==> src/rtl/fbcs_pkg.sv <==
package fbcs_pkg;

	localparam int unsigned MS_W     = 10;
	localparam int unsigned FLAGS_W  = 6;
	localparam int unsigned BLINKS_W = 3;
	localparam int unsigned CFG_IDX_W = 1;

	// phase durations in milliseconds
	localparam logic [MS_W-1:0] HEADER_ON_MS       = 10'd200;
	localparam logic [MS_W-1:0] HEADER_OFF_MS      = 10'd200;
	localparam logic [MS_W-1:0] DETAIL_ON_TIME     = 10'd200;
	localparam logic [MS_W-1:0] DETAIL_OFF_TIME    = 10'd500;
	localparam logic [MS_W-1:0] CLOCK_FAULT_OFF_MS = 10'd300;
	localparam logic [MS_W-1:0] GAP_MS             = 10'd1000;

	localparam logic [BLINKS_W-1:0] HEADER_BLINKS = 3'd2;

	// configuration register indexes
	localparam logic [CFG_IDX_W-1:0] REG_FAULT_FLAGS      = 1'b0;
	localparam logic [CFG_IDX_W-1:0] REG_INDICATOR_ACTIVE = 1'b1;

	// blink counts per fault
	localparam logic [BLINKS_W-1:0] N_CURRENT  = 3'd2;
	localparam logic [BLINKS_W-1:0] N_CLOCK    = 3'd6;
	localparam logic [BLINKS_W-1:0] N_IMU_BARO = 3'd5;
	localparam logic [BLINKS_W-1:0] N_IMU      = 3'd3;
	localparam logic [BLINKS_W-1:0] N_BARO     = 3'd4;
	localparam logic [BLINKS_W-1:0] N_DRIFT    = 3'd7;
	localparam logic [BLINKS_W-1:0] N_NONE     = 3'd0;

	typedef struct packed {
		logic                red_led;
		logic                blue_led;
		logic [BLINKS_W-1:0] blue_blinks;
		logic                cycle_start;
	} fbcs_res_t;

	// priority pick of the blue blink count
	function automatic logic [BLINKS_W-1:0] pick_count(input logic [FLAGS_W-1:0] f);
		logic imu;
		logic baro;
		imu  = f[0] | f[1];
		baro = f[2];
		if (f[4])             pick_count = N_CURRENT;
		else if (f[5])        pick_count = N_CLOCK;
		else if (imu && baro) pick_count = N_IMU_BARO;
		else if (imu)         pick_count = N_IMU;
		else if (baro)        pick_count = N_BARO;
		else if (f[3])        pick_count = N_DRIFT;
		else                  pick_count = N_NONE;
	endfunction

	// short dark time only when the clock fault picked the count
	function automatic logic [MS_W-1:0] blue_off_ms(input logic [FLAGS_W-1:0] f);
		if (!f[4] && f[5]) blue_off_ms = CLOCK_FAULT_OFF_MS;
		else               blue_off_ms = DETAIL_OFF_TIME;
	endfunction

endpackage

==> src/rtl/fault_blink_code_sequencer_core.sv <==
// a result is registered in the main output register, or in the skid entry while the main register is held
// throughput: one tick transfer per cycle while the skid entry is free, set by the sequencer state update
// a two-entry output buffer (main plus skid) keeps tick_ready independent of out_ready
// reset (arst_n low, asynchronous): flags 0, indicator inactive, sequence at first
// red blink with 200 ms left, output buffer empty
module fault_blink_code_sequencer_core
	import fbcs_pkg::*;
(
	input  logic                 clk,
	input  logic                 arst_n,
	// configuration write port
	input  logic                 cfg_we,
	input  logic [CFG_IDX_W-1:0] cfg_index,
	input  logic [FLAGS_W-1:0]   cfg_wdata,
	// tick input channel
	input  logic                 tick_valid,
	output logic                 tick_ready,
	input  logic                 tick,
	// result channel
	output logic                 out_valid,
	input  logic                 out_ready,
	output logic                 red_led,
	output logic                 blue_led,
	output logic [BLINKS_W-1:0]  blue_blinks,
	output logic                 cycle_start
);

	// configuration registers
	logic [FLAGS_W-1:0] fault_flags_q;
	logic               indicator_active_q;

	// output buffer
	fbcs_res_t res_comb;
	fbcs_res_t out_res_q;
	fbcs_res_t skid_res_q;
	logic      out_valid_q;
	logic      skid_valid_q;

	logic push;
	logic pop;

	// input transfer and output transfer
	assign push = tick_valid && tick_ready;
	assign pop  = out_valid_q && out_ready;

	// room as long as the skid entry is free
	assign tick_ready = !skid_valid_q;

	always_ff @(posedge clk or negedge arst_n) begin
		if (!arst_n) begin
			fault_flags_q      <= '0;
			indicator_active_q <= 1'b0;
		end else if (cfg_we) begin
			case (cfg_index)
				REG_FAULT_FLAGS:      fault_flags_q      <= cfg_wdata;
				REG_INDICATOR_ACTIVE: indicator_active_q <= cfg_wdata[0];
				default:              ;
			endcase
		end
	end

	// sequencer state is updated on each tick transfer, result computed in the same cycle
	fbcs_seq u_seq (
		.clk              (clk),
		.arst_n           (arst_n),
		.step             (push),
		.tick             (tick),
		.fault_flags      (fault_flags_q),
		.indicator_active (indicator_active_q),
		.res              (res_comb)
	);

	// main output register: refilled from skid first, then from a fresh transfer
	always_ff @(posedge clk or negedge arst_n) begin
		if (!arst_n) begin
			out_valid_q <= 1'b0;
		end else if (!out_valid_q || pop) begin
			out_valid_q <= skid_valid_q || push;
		end
	end

	always_ff @(posedge clk) begin
		if (!out_valid_q || pop) begin
			if (skid_valid_q) begin
				out_res_q <= skid_res_q;
			end else if (push) begin
				out_res_q <= res_comb;
			end
		end
	end

	// skid entry catches a result while the main register is held
	always_ff @(posedge clk or negedge arst_n) begin
		if (!arst_n) begin
			skid_valid_q <= 1'b0;
		end else if (skid_valid_q) begin
			skid_valid_q <= !pop;
		end else if (push && out_valid_q && !pop) begin
			skid_valid_q <= 1'b1;
		end
	end

	always_ff @(posedge clk) begin
		if (!skid_valid_q && push && out_valid_q && !pop) begin
			skid_res_q <= res_comb;
		end
	end

	assign out_valid   = out_valid_q;
	assign red_led     = out_res_q.red_led;
	assign blue_led    = out_res_q.blue_led;
	assign blue_blinks = out_res_q.blue_blinks;
	assign cycle_start = out_res_q.cycle_start;

`ifndef SYNTHESIS
	a_skid_behind_main: assert property (@(posedge clk) disable iff (!arst_n)
		skid_valid_q |-> out_valid_q)
		else $error("skid entry valid with main register empty");

	a_stall_fills_skid: assert property (@(posedge clk) disable iff (!arst_n)
		(push && out_valid_q && !pop) |=> skid_valid_q)
		else $error("result lost while output stalled");

	a_push_shows: assert property (@(posedge clk) disable iff (!arst_n)
		push |=> out_valid_q)
		else $error("accepted tick produced no result");

	a_start_is_red: assert property (@(posedge clk) disable iff (!arst_n)
		(out_valid_q && out_res_q.cycle_start) |-> out_res_q.red_led)
		else $error("cycle start without red led");
`endif

endmodule

==> src/rtl/fbcs_seq.sv <==
module fbcs_seq
	import fbcs_pkg::*;
(
	input  logic               clk,
	input  logic               arst_n,
	input  logic               step,
	input  logic               tick,
	input  logic [FLAGS_W-1:0] fault_flags,
	input  logic               indicator_active,
	output fbcs_res_t          res
);

	typedef enum logic [2:0] {
		PH_HDR_ON  = 3'd0,
		PH_HDR_OFF = 3'd1,
		PH_DET_ON  = 3'd2,
		PH_DET_OFF = 3'd3,
		PH_GAP     = 3'd4
	} phase_t;

	phase_t              phase_q, phase_d;
	logic [MS_W-1:0]     ms_left_q, ms_left_d;
	logic [BLINKS_W-1:0] blinks_left_q, blinks_left_d;
	logic [BLINKS_W-1:0] n_pick;

	assign n_pick = pick_count(fault_flags);

	always_comb begin
		phase_d       = phase_q;
		ms_left_d     = ms_left_q;
		blinks_left_d = blinks_left_q;
		res.red_led     = 1'b0;
		res.blue_led    = 1'b0;
		res.blue_blinks = n_pick;
		res.cycle_start = 1'b0;
		if (!indicator_active) begin
			phase_d       = PH_HDR_ON;
			ms_left_d     = HEADER_ON_MS;
			blinks_left_d = HEADER_BLINKS;
		end else begin
			res.red_led  = (phase_q == PH_HDR_ON);
			res.blue_led = (phase_q == PH_DET_ON);
			if (tick) begin
				res.cycle_start = (phase_q == PH_HDR_ON) && (blinks_left_q == HEADER_BLINKS)
					&& (ms_left_q == HEADER_ON_MS);
				if (ms_left_q <= MS_W'(1)) begin
					case (phase_q)
						PH_HDR_ON: begin
							phase_d   = PH_HDR_OFF;
							ms_left_d = HEADER_OFF_MS;
						end
						PH_HDR_OFF: begin
							if (blinks_left_q > BLINKS_W'(1)) begin
								blinks_left_d = blinks_left_q - BLINKS_W'(1);
								phase_d       = PH_HDR_ON;
								ms_left_d     = HEADER_ON_MS;
							end else if (n_pick != N_NONE) begin
								phase_d       = PH_DET_ON;
								blinks_left_d = n_pick;
								ms_left_d     = DETAIL_ON_TIME;
							end else begin
								phase_d       = PH_GAP;
								blinks_left_d = '0;
								ms_left_d     = GAP_MS;
							end
						end
						PH_DET_ON: begin
							phase_d   = PH_DET_OFF;
							ms_left_d = blue_off_ms(fault_flags);
						end
						PH_DET_OFF: begin
							if (blinks_left_q > BLINKS_W'(1)) begin
								blinks_left_d = blinks_left_q - BLINKS_W'(1);
								phase_d       = PH_DET_ON;
								ms_left_d     = DETAIL_ON_TIME;
							end else begin
								phase_d       = PH_GAP;
								blinks_left_d = '0;
								ms_left_d     = GAP_MS;
							end
						end
						default: begin
							// end of gap, or a meaningless code: restart the cycle
							phase_d       = PH_HDR_ON;
							ms_left_d     = HEADER_ON_MS;
							blinks_left_d = HEADER_BLINKS;
						end
					endcase
				end else begin
					ms_left_d = ms_left_q - MS_W'(1);
				end
			end
		end
	end

	always_ff @(posedge clk or negedge arst_n) begin
		if (!arst_n) begin
			phase_q       <= PH_HDR_ON;
			ms_left_q     <= HEADER_ON_MS;
			blinks_left_q <= HEADER_BLINKS;
		end else if (step) begin
			phase_q       <= phase_d;
			ms_left_q     <= ms_left_d;
			blinks_left_q <= blinks_left_d;
		end
	end

`ifndef SYNTHESIS
	a_gap_no_blinks: assert property (@(posedge clk) disable iff (!arst_n)
		phase_q == PH_GAP |-> blinks_left_q == '0)
		else $error("blink count left nonzero in gap");

	a_header_count: assert property (@(posedge clk) disable iff (!arst_n)
		(phase_q == PH_HDR_ON || phase_q == PH_HDR_OFF)
		|-> (blinks_left_q == BLINKS_W'(1) || blinks_left_q == HEADER_BLINKS))
		else $error("header blink count out of range");

	a_inactive_restart: assert property (@(posedge clk) disable iff (!arst_n)
		(step && !indicator_active) |=> (phase_q == PH_HDR_ON
		&& ms_left_q == HEADER_ON_MS && blinks_left_q == HEADER_BLINKS))
		else $error("inactive step did not restart sequence");
`endif

endmodule

==> config.mk <==
export PLATFORM = sky130hd
export DESIGN_NAME = fault_blink_code_sequencer_core
export DESIGN_NICKNAME = d
export VERILOG_FILES = /design/src/rtl/fbcs_pkg.sv /design/src/rtl/fault_blink_code_sequencer_core.sv /design/src/rtl/fbcs_seq.sv
export SDC_FILE = /design/constraint.sdc
export NUM_CORES = 1
export LEC_CHECK = 0
export BUFFER_PORTS_ARGS = -buffer_cell sky130_fd_sc_hd__buf_2
export CORE_MARGIN = 2
export CORE_UTILIZATION = 35
export DETAILED_ROUTE_END_ITERATION = 10
export PLACE_DENSITY_LB_ADDON = 0.05
export SYNTH_ARGS = -nofsm -noshare
export SYNTH_HDL_FRONTEND = slang
export SYNTH_SLANG_ARGS = --single-unit
==> constraint.sdc <==
create_clock -name clk -period 1.9 [get_ports clk]
set_input_delay 0.38 -clock clk [delete_from_list [all_inputs] [get_ports clk]]
set_output_delay 0.38 -clock clk [all_outputs]
set_load 0.02 [all_outputs]
# ---- Yosys cells after proc, flatten, opt, wreduce, memory -nomap -nowiden
# Index checks and enable logic that the tools add are counted.
dict set report op_classes {
  n_addsub 2
  order_cmp 2
  eq_ne 8
  mux 35
  bitwise 2
  reduce_logical 27
}
# op count
set op_table {}
lappend op_table {{two-way mux 10 bit} 6}
lappend op_table {{two-way mux 3 bit} 18}
lappend op_table {{case mux 10 bit (3 select lines)} 1}
lappend op_table {{two-way mux 6 bit} 2}
lappend op_table {{case mux 3 bit (4 select lines)} 1}
lappend op_table {{logical AND 1 bit} 11}
lappend op_table {{equality test 10 x 8 -> 1 bit (second input constant)} 1}
lappend op_table {{less-or-equal comparator 10 x 1 -> 1 bit (second input constant)} 1}
lappend op_table {{subtractor 10 x 1 -> 10 bit (second input constant)} 1}
lappend op_table {{equality test 3 x 2 -> 1 bit (second input constant)} 3}
lappend op_table {{case mux 3 bit (3 select lines)} 1}
lappend op_table {{two-way mux 8 bit} 1}
lappend op_table {{AND reduction 2 bit} 4}
lappend op_table {{zero test 1 bit} 4}
lappend op_table {{two-way mux 1 bit} 4}
lappend op_table {{inequality test 2 bit (second input constant)} 2}
lappend op_table {{AND reduction 4 bit} 1}
lappend op_table {{equality test 3 x 1 -> 1 bit (second input constant)} 1}
lappend op_table {{greater-than comparator 3 x 1 -> 1 bit (second input constant)} 1}
lappend op_table {{zero test 3 bit} 1}
lappend op_table {{AND reduction 3 bit} 1}
lappend op_table {{nonzero test 3 bit} 1}
lappend op_table {{subtractor 3 x 1 -> 3 bit (second input constant)} 1}
lappend op_table {{logical OR 1 bit} 2}
lappend op_table {{6 further kinds} 6}
dict set report word_totals {
  regBits 37
  out_inout_bits 8
}

# ---- Depth between registers and ports, before layout
# Gate-level depths: netlist of run 1.
dict set report logic_depth {
  depth_word 13
  depth_mapped 7
  mapped_depth_nobuf 6
}

# ---- Hierarchy
# A second synthesis of run 1 with hierarchy kept.
dict set report unflattened {
  hier_cells 189
  area_unflattened_um2 2059.5
}
# module instances cells_each area_each_um2 seq_area_each_um2
set modules_own_cells {}
lappend modules_own_cells {fbcs_seq 1 141 1223.7 405.4}
lappend modules_own_cells {fault_blink_code_sequencer_core 1 48 835.8 585.6}

# ---- Least setup slack after synthesis of run 1
# Ideal clock, no wire load.
dict set report synth_timing {
  kind {reg2reg}
  start {reg u_seq.ms_left_q[4]}
  end {reg u_seq.blinks_left_q[1]}
  arrival_ps 1848
  required_time_ps 1818
  path_slack_ps -30
  stages_incl_launch_ff 7
  path_buffers 2
  period_less_slack_ps 1930
  path_cell_list {dfrtp_1 > buf_6 > or4_4 > buf_6 > o41ai_4 > nand2_2 > mux2_4}
}
dict set report synth_between {
  elab_chain_cells 3
}
# item line
set synth_rtl {}
lappend synth_rtl {{start: declaration} fbcs_seq.sv:22} ;# logic [MS_W-1:0] ms_left_q, ms_left_d;
lappend synth_rtl {{start signal: assignment} fbcs_seq.sv:103} ;# ms_left_q <= ms_left_d;
lappend synth_rtl {{less-or-equal comparator 10 x 1 -> 1 bit} fbcs_seq.sv:46} ;# if (ms_left_q <= MS_W'(1)) begin
lappend synth_rtl {{inequality test 2 x 1 -> 1 bit (no source line)} --}
lappend synth_rtl {{AND reduction 4 bit (no source line)} --}
lappend synth_rtl {{end signal: assignment} fbcs_seq.sv:104} ;# blinks_left_q <= blinks_left_d;
lappend synth_rtl {{end: declaration} fbcs_seq.sv:23} ;# logic [BLINKS_W-1:0] blinks_left_q, blinks_left_d;
# Every way passes these cells.
# A chain may end at the register's enable or synchronous reset.

# ---- Final worst setup path of run 1
dict set report layout_timing {
  start {reg u_seq.ms_left_q[2]}
  end {reg u_seq.ms_left_q[8]}
}
dict set report layout_between {
  elab_chain_cells 4
}
# item line
set layout_rtl {}
lappend layout_rtl {{subtractor 10 x 1 -> 10 bit / less-or-equal comparator 10 x 1 -> 1 bit (equally long branches)} {fbcs_seq.sv:90, fbcs_seq.sv:46}}
lappend layout_rtl {{two-way mux 10 bit *} fbcs_seq.sv:46}
lappend layout_rtl {{two-way mux 10 bit *} fbcs_seq.sv:43} ;# if (tick) begin
lappend layout_rtl {{two-way mux 10 bit *} fbcs_seq.sv:36} ;# if (!indicator_active) begin
# Every way passes the cells marked *; elsewhere a longest branch is shown, timed or not. The select of a mux whose other input is x is not followed.

==> metrics.yaml, run 1 <==
rsz0062_at_grt: "true"
hold_viol: 0
slew_headroom_pct: 60.6
clock_path_buffers: 2
vias: 1736
nFillCells: 552
fin_nets: 267
p_leak_nw: 1.08
worst-path-max-fanout: 4
fp.dieW_um: 81.5
fmax_mhz: 518
setup_viol: 1
busiest_layer: "met2"
arrival_ps: 2100
period_share_pct: 102
ys_seq_elements: 37
syn_avg_cell_area_um2: 10.6
track_usage_pct: 17.2
synth_area_um2: 2100
tightest_slew_ps: 591
path_class: "flop to flop"
postCtsHoldBufs: 0
setup_ws_ps: -28.9
async_flop_share_pct: 67.6
die_y_um: 81.5
final_common_cell: "buf_4"
grt_first_pass_wirelength_mm: 8.54
grt_max_degree: 26
synth.distinct_cells: 55
finalWirelength_mm: 5.17
fin_util_pct: 44.8
cts_max_level: 2
ant_nets: 0
synth_mux_area_share_pct: 6.54
pre_cts_ws_ps: -88.5
first_pass_iters: 4
drive_above_1_share_pct: 38.6
min_period_ps: 1930
numCtsBuffers: 5
drcViolationCount: 0
vdd_drop_max_mv: 0.377
dp_hpwl_mm: 3.97
synth_compound_area_share_pct: 17.5
drv_cap: 0
postSynthCellCount: 198
clk-insertion-delay-late_ps: 290
synthFlopType: "dfrtp_1"
first_iter_violations: 62
synth_fa_ha_area_share_pct: 3.57
avgViaCountPerCell: 5.36
dieArea_um2: 6650
required_ps: 2080
num_rows: 28
cts-root-buf: "clkbuf_8"
floorplan.io_pins: 21
antenna_found_initial: 0
synth_xor_area_share_pct: 0
grt_overflow: 0
clk_pin_slew_ps: 80
violations: "negative setup slack"
hold_path.class: "primary input to asynchronous set/reset pin"
yosysWarnings: 0
portBuffers: 20
grt_use_met2_pct: 27.3
yosysSeqAreaShare_pct: 47.1
synth_nets: 217
start_kind: "flop"
grt_pass1_vias: 1688
start_util_pct: 35.9
grt_use_met3_pct: 3.74
final_cell_mix: "buf_4 (33), dfrtp_1 (20), buf_2 (20), nand2_1 (12), edfxtp_1 (12)"
diodes: 0
status: "complete, but fails checks"
cts_sinks: 37
core_um2: 5850
skew_ps: 8.01
ff2ff_setup_slack_ps: -30
synthToLayoutAreaGrowth_pct: 24.5
synth-simple-area-share_pct: 19.9
cts_tree: "done"
synth_edf_count: 12
gp_congestion: 0.887
p_per_area_nw_per_um2: 1080
synth_top_family_by_area: "simple AND/OR/NAND/NOR gates"
grt_use_met1_pct: 23.4
slew_violations: 0
wl_per_cell_um: 16.0
crit_path_end_kind: "flop"
-- critical path, stage by stage (launching register included) --
cell,delay (ps)
dfrtp_1,430
or4_4,580
a2111oi_1,400
o22ai_2,150
a32o_1,250
-- through the flow --
| stage | cell area [µm²] | TNS (ps) | std cells | hold WS [ps] | power [mW] |
|---|---|---|---|---|---|
| floorplan | 2100 | -7.27 | 198 | 84.4 | 1.81 |
| global placement | 2470 | -237 | 315 | 421 | 2.22 |
| detailed placement | 2470 | -142 | 315 | 438 | 2.22 |
| CTS | 2570 | 0 | 323 | 113 | 2.82 |
| global route | 2620 | -318 | 324 | 110 | 3.05 |
| finish | 2620 | -28.9 | 324 | 83.3 | 2.84 |
-- cell usage after synthesis (2+ instances only) --
cell type | count | share of area, %
a211o_1 | 2 | 0.83
buf_6 | 3 | 1.6
edfxtp_1 | 12 | 17
and3_1 | 2 | 0.59
nor2_1 | 11 | 2.0
a2111oi_0 | 2 | 0.83
nand3_1 | 7 | 1.7
nor2b_1 | 3 | 0.89
o21ai_0 | 10 | 2.4
o21a_1 | 2 | 0.71
mux2_2 | 10 | 5.4
nor4_1 | 3 | 0.89
o211ai_1 | 2 | 0.71
or4b_2 | 2 | 0.95
a211oi_1 | 2 | 0.71
ha_1 | 6 | 3.6
dfrtp_1 | 21 | 25
buf_4 | 3 | 1.1
clkbuf_1 | 4 | 0.71
nand2b_1 | 5 | 1.5
nor3b_1 | 2 | 0.71
nand4b_1 | 5 | 2.1
nor3_1 | 7 | 1.7
inv_1 | 11 | 2.0
nand2_1 | 12 | 2.1
o2bb2ai_1 | 2 | 0.83
nand4_1 | 3 | 0.89
or4_1 | 2 | 0.71
dfstp_2 | 4 | 5.0
o21bai_1 | 3 | 1.1
or4_4 | 2 | 1.1
a21oi_1 | 10 | 2.4
-- final timing paths --
kind / from / end / cells past startpoint
max: u_seq.ms_left_q[2] / u_seq.ms_left_q[8] / 4
min: arst_n / fault_flags_q[5] / 1
max reg2reg: u_seq.ms_left_q[2] / u_seq.ms_left_q[8] / 4
min reg2reg: out_valid / skid_valid_q / 1
max in group asynchronous: arst_n / u_seq.ms_left_q[8] / 1
min in group clk: out_ready / skid_valid_q / 2
-- registers in the layout, summed over array words and instances (netlist names) --
name                 flops
u_seq.phase_q            3
indicator_active_q       1
u_seq.ms_left_q         10
blue_blinks              3
red_led                  1
skid_valid_q             1
blue_led                 1
fault_flags_q            6
out_valid                1
cycle_start              1
u_seq.blinks_left_q      3
skid_res_q               6
-- report_power, final --
group          switching [mW]  internal (mW)
clock                   0.306          0.260
combinational           0.586          0.560
sequential              0.129          0.998
-- area by class of cell --
cell class              instances  area [µm²]  area share (%)
clock buffers                   5        68.8            2.63
repair buffers                 53         348            13.3
multi-input cells             140        1050            40.2
well taps                      75        93.8            3.58
flip-flops and latches         37         992            37.9
inverters                      11        41.3            1.58
clock inverters                 3        21.3           0.812
-- per-layer routing --
layer	vias to the layer above	routed length (µm)
met5	-	0
li1	849	-
met2	25	2410
met1	854	2510
met4	0	82
met3	8	171
-- kinds of logic (layout without fill, tap and decap cells) --
kind of cell,after synthesis,in the layout
flip-flops,37,37
adder cells (fa/ha/maj),6,6
AO/OA/AOI/OAI,50,50
buffers and inverters,21,72
multiplexers,12,12
AND/OR/NAND/NOR,72,72
-- what timing repair did --
action	4_1_cts	5_1_grt
setup buffers	0	1
endpoints found under the hold margin	0	0
pin swaps	3	0
resized for setup	6	6
setup endpoints to repair	5	12
(Power assumes the default switching activity.)
==> inputs of run 2 (changes only) <==
--- a/config.mk
+++ b/config.mk
@@ -9,6 +9,7 @@
 export CORE_MARGIN = 2
 export CORE_UTILIZATION = 35
 export DETAILED_ROUTE_END_ITERATION = 10
+export GPL_TIMING_DRIVEN = 0
 export PLACE_DENSITY_LB_ADDON = 0.05
 export SYNTH_ARGS = -nofsm -noshare
 export SYNTH_HDL_FRONTEND = slang
==> metrics.yaml, run 2 (same netlist as run 1, synthesis figures left out) <==
status: "complete, but fails checks"
violations: "negative setup slack"
num_rows: 28  # unchanged
largest_reg_flops: 10  # unchanged
finalWirelength_mm: 5.05  # -2.4%
cp_slowest_cell: "or4_4"
place_area_um2: 2300  # -6.8%
cts_max_level: 2  # unchanged
reg.largest.list: "u_seq.ms_left_q: 10 flops, fault_flags_q: 6 flops, skid_res_q: 6 flops"
cts-root-buf: "clkbuf_8"
final_cell_mix: "buf_2 (21), dfrtp_1 (19), buf_4 (13), nand2_1 (12), edfxtp_1 (12)"
ant_nets: 0  # unchanged
tightest_slew_ps: 611  # +20.1 ps
required_ps: 2120  # +40 ps
first_pass_iters: 4  # unchanged
setup_ws_ps: -44.9  # -16.0 ps
final_common_cell: "buf_2"
grt_max_degree: 26  # unchanged
dieArea_um2: 6650  # unchanged
timing.critical_path.from: "u_seq.ms_left_q[2]"
avgViaCountPerCell: 5.42  # +1.1%
ff2ff_setup_slack_ps: -40  # -20 ps
rsz0062_at_grt: "true"
p_leak_nw: 1.01  # -6.2%
fin_nets: 252  # -5.6%
regMostFlops: "u_seq.ms_left_q"
slew_violations: 0  # unchanged
cts_tree: "done"
postCtsHoldBufs: 0  # unchanged
core_um2: 5850  # unchanged
crit_path_cell_trace: "or4_4, o41ai_4, nand2_2, mux2_4"
hold_path.class: "primary input to asynchronous set/reset pin"
p_per_area_nw_per_um2: 1120  # +3.7%
gp_congestion: 0.854  # -3.7%
path_delay_family: "simple AND/OR/NAND/NOR gates"
min_period_ps: 1940  # +16.0 ps
crit_path_end_kind: "flop"
r2r_start: "u_seq.ms_left_q[2]"
slew_headroom_pct: 59.3  # -1.3 points
die_y_um: 81.5  # unchanged
antenna_found_initial: 0  # unchanged
start_kind: "flop"
dp_hpwl_mm: 3.59  # -9.6%
worst-path-max-fanout: 4  # unchanged
first_iter_violations: 97  # +56%
r2r_cells: 4  # unchanged
skew_ps: 6.83  # -1.18 ps
vias: 1674  # -3.6%
drcViolationCount: 0  # unchanged
clock_path_buffers: 2  # unchanged
start_util_pct: 35.9  # unchanged
grt_overflow: 0  # unchanged
hold_viol: 0  # unchanged
drive_above_1_share_pct: 36.3  # -2.2 points
track_usage_pct: 16.2  # -0.99 points
reg2reg_to: "u_seq.blinks_left_q[1]"
clk-insertion-delay-late_ps: 290  # about the same
clk_pin_slew_ps: 70  # about the same
floorplan.io_pins: 21  # unchanged
grt_first_pass_wirelength_mm: 8.07  # -5.4%
setup_viol: 3  # +2
numCtsBuffers: 5  # unchanged
path_class: "flop to flop"
drv_cap: 0  # unchanged
synthToLayoutAreaGrowth_pct: 21.8
grt_pass1_vias: 1579  # -6.5%
period_share_pct: 102  # +0.84 points
fin_util_pct: 43.8  # -0.96 points
design_area_um2: 2560  # -2.1%
fmax_mhz: 514  # -0.82%
wl_per_cell_um: 16.3  # +2.4%
portBuffers: 20  # unchanged
arrival_ps: 2170  # +70 ps
cp.depth: 4  # unchanged
cp_num_buf_inv: 0  # unchanged
cts_sinks: 37  # unchanged
fp.dieW_um: 81.5  # unchanged
critPathCapture: "u_seq.blinks_left_q[1]"
diodes: 0  # unchanged
cpPeakStageDelay_ps: 580  # about the same
vdd_drop_max_mv: 0.415  # +10%
run 2: worst reg2reg max path: stages (launching register included):
cell and delay, ps:
dfrtp_2 440, or4_4 580, o41ai_4 410, nand2_2 130
mux2_4 320
run 2: area by class of cell:
| type | count | area (µm²) |
|---|---|---|
| Clock inverter | 2 | 33.8 |
| Timing Repair Buffer | 32 | 190 |
| Buffer | 6 | 42.5 |
| Sequential cell | 37 | 993 |
| Multi-Input combinational cell | 140 | 1090 |
| Clock buffer | 6 | 72.6 |
| Fill cell | 556 | 3290 |
| Inverter | 11 | 41.3 |
| Tap cell | 75 | 93.8 |
run 2: metrics by stage:
stage / setup TNS (ps) / total power, mW / hold WS (ps) / cells / setup slack (ps)
floorplan: -7.27 / 1.81 / 84.4 / 198 / -7.27
global placement: -964 / 2.05 / 427 / 293 / -225
detailed placement: -788 / 2.06 / 427 / 293 / -213
CTS: -98.3 / 2.78 / 107 / 304 / -52.0
global route: -425 / 3.06 / 131 / 309 / -98.1
finish: -91.0 / 2.88 / 96.1 / 309 / -44.9
run 2: repair_timing:
item / 4_1_cts / 5_1_grt
setup endpoints to repair: 13 / 15
pin swaps: 5 / 7
gates resized for setup: 12 / 13
hold endpoints to repair: 0 / 0
buffers inserted: 6 / 6
run 2: layer usage:
layer / share of wire [%] / track usage (%) / vias up
met2: 46 / 25.0 / 36
met3: 3.6 / 4.29 / 6
met4: 1.2 / 5.42 / 0
met1: 49 / 22.0 / 812
li1: - / - / 820
met5: 0 / 0 / -
run 2: worst min-delay path by stage:
stage,endpoint,from,slack (ps),cells past startpoint
3_3_place_gp,skid_valid_q,arst_n,430,1
4_1_cts,indicator_active_q,arst_n,110,1
6_report,indicator_active_q,arst_n,100,1
3_5_place_dp,out_valid,arst_n,430,1
2_1_floorplan,fault_flags_q[0],arst_n,80,0
5_1_grt,indicator_active_q,arst_n,130,1
run 2: where the power goes:
| group | total, mW | switching (mW) | internal [mW] |
|---|---|---|---|
| clock network | 0.662 | 0.275 | 0.387 |
| logic | 1.05 | 0.583 | 0.467 |
| registers | 1.17 | 0.165 | 1.00 |
| total | 2.88 | 1.02 | 1.86 |
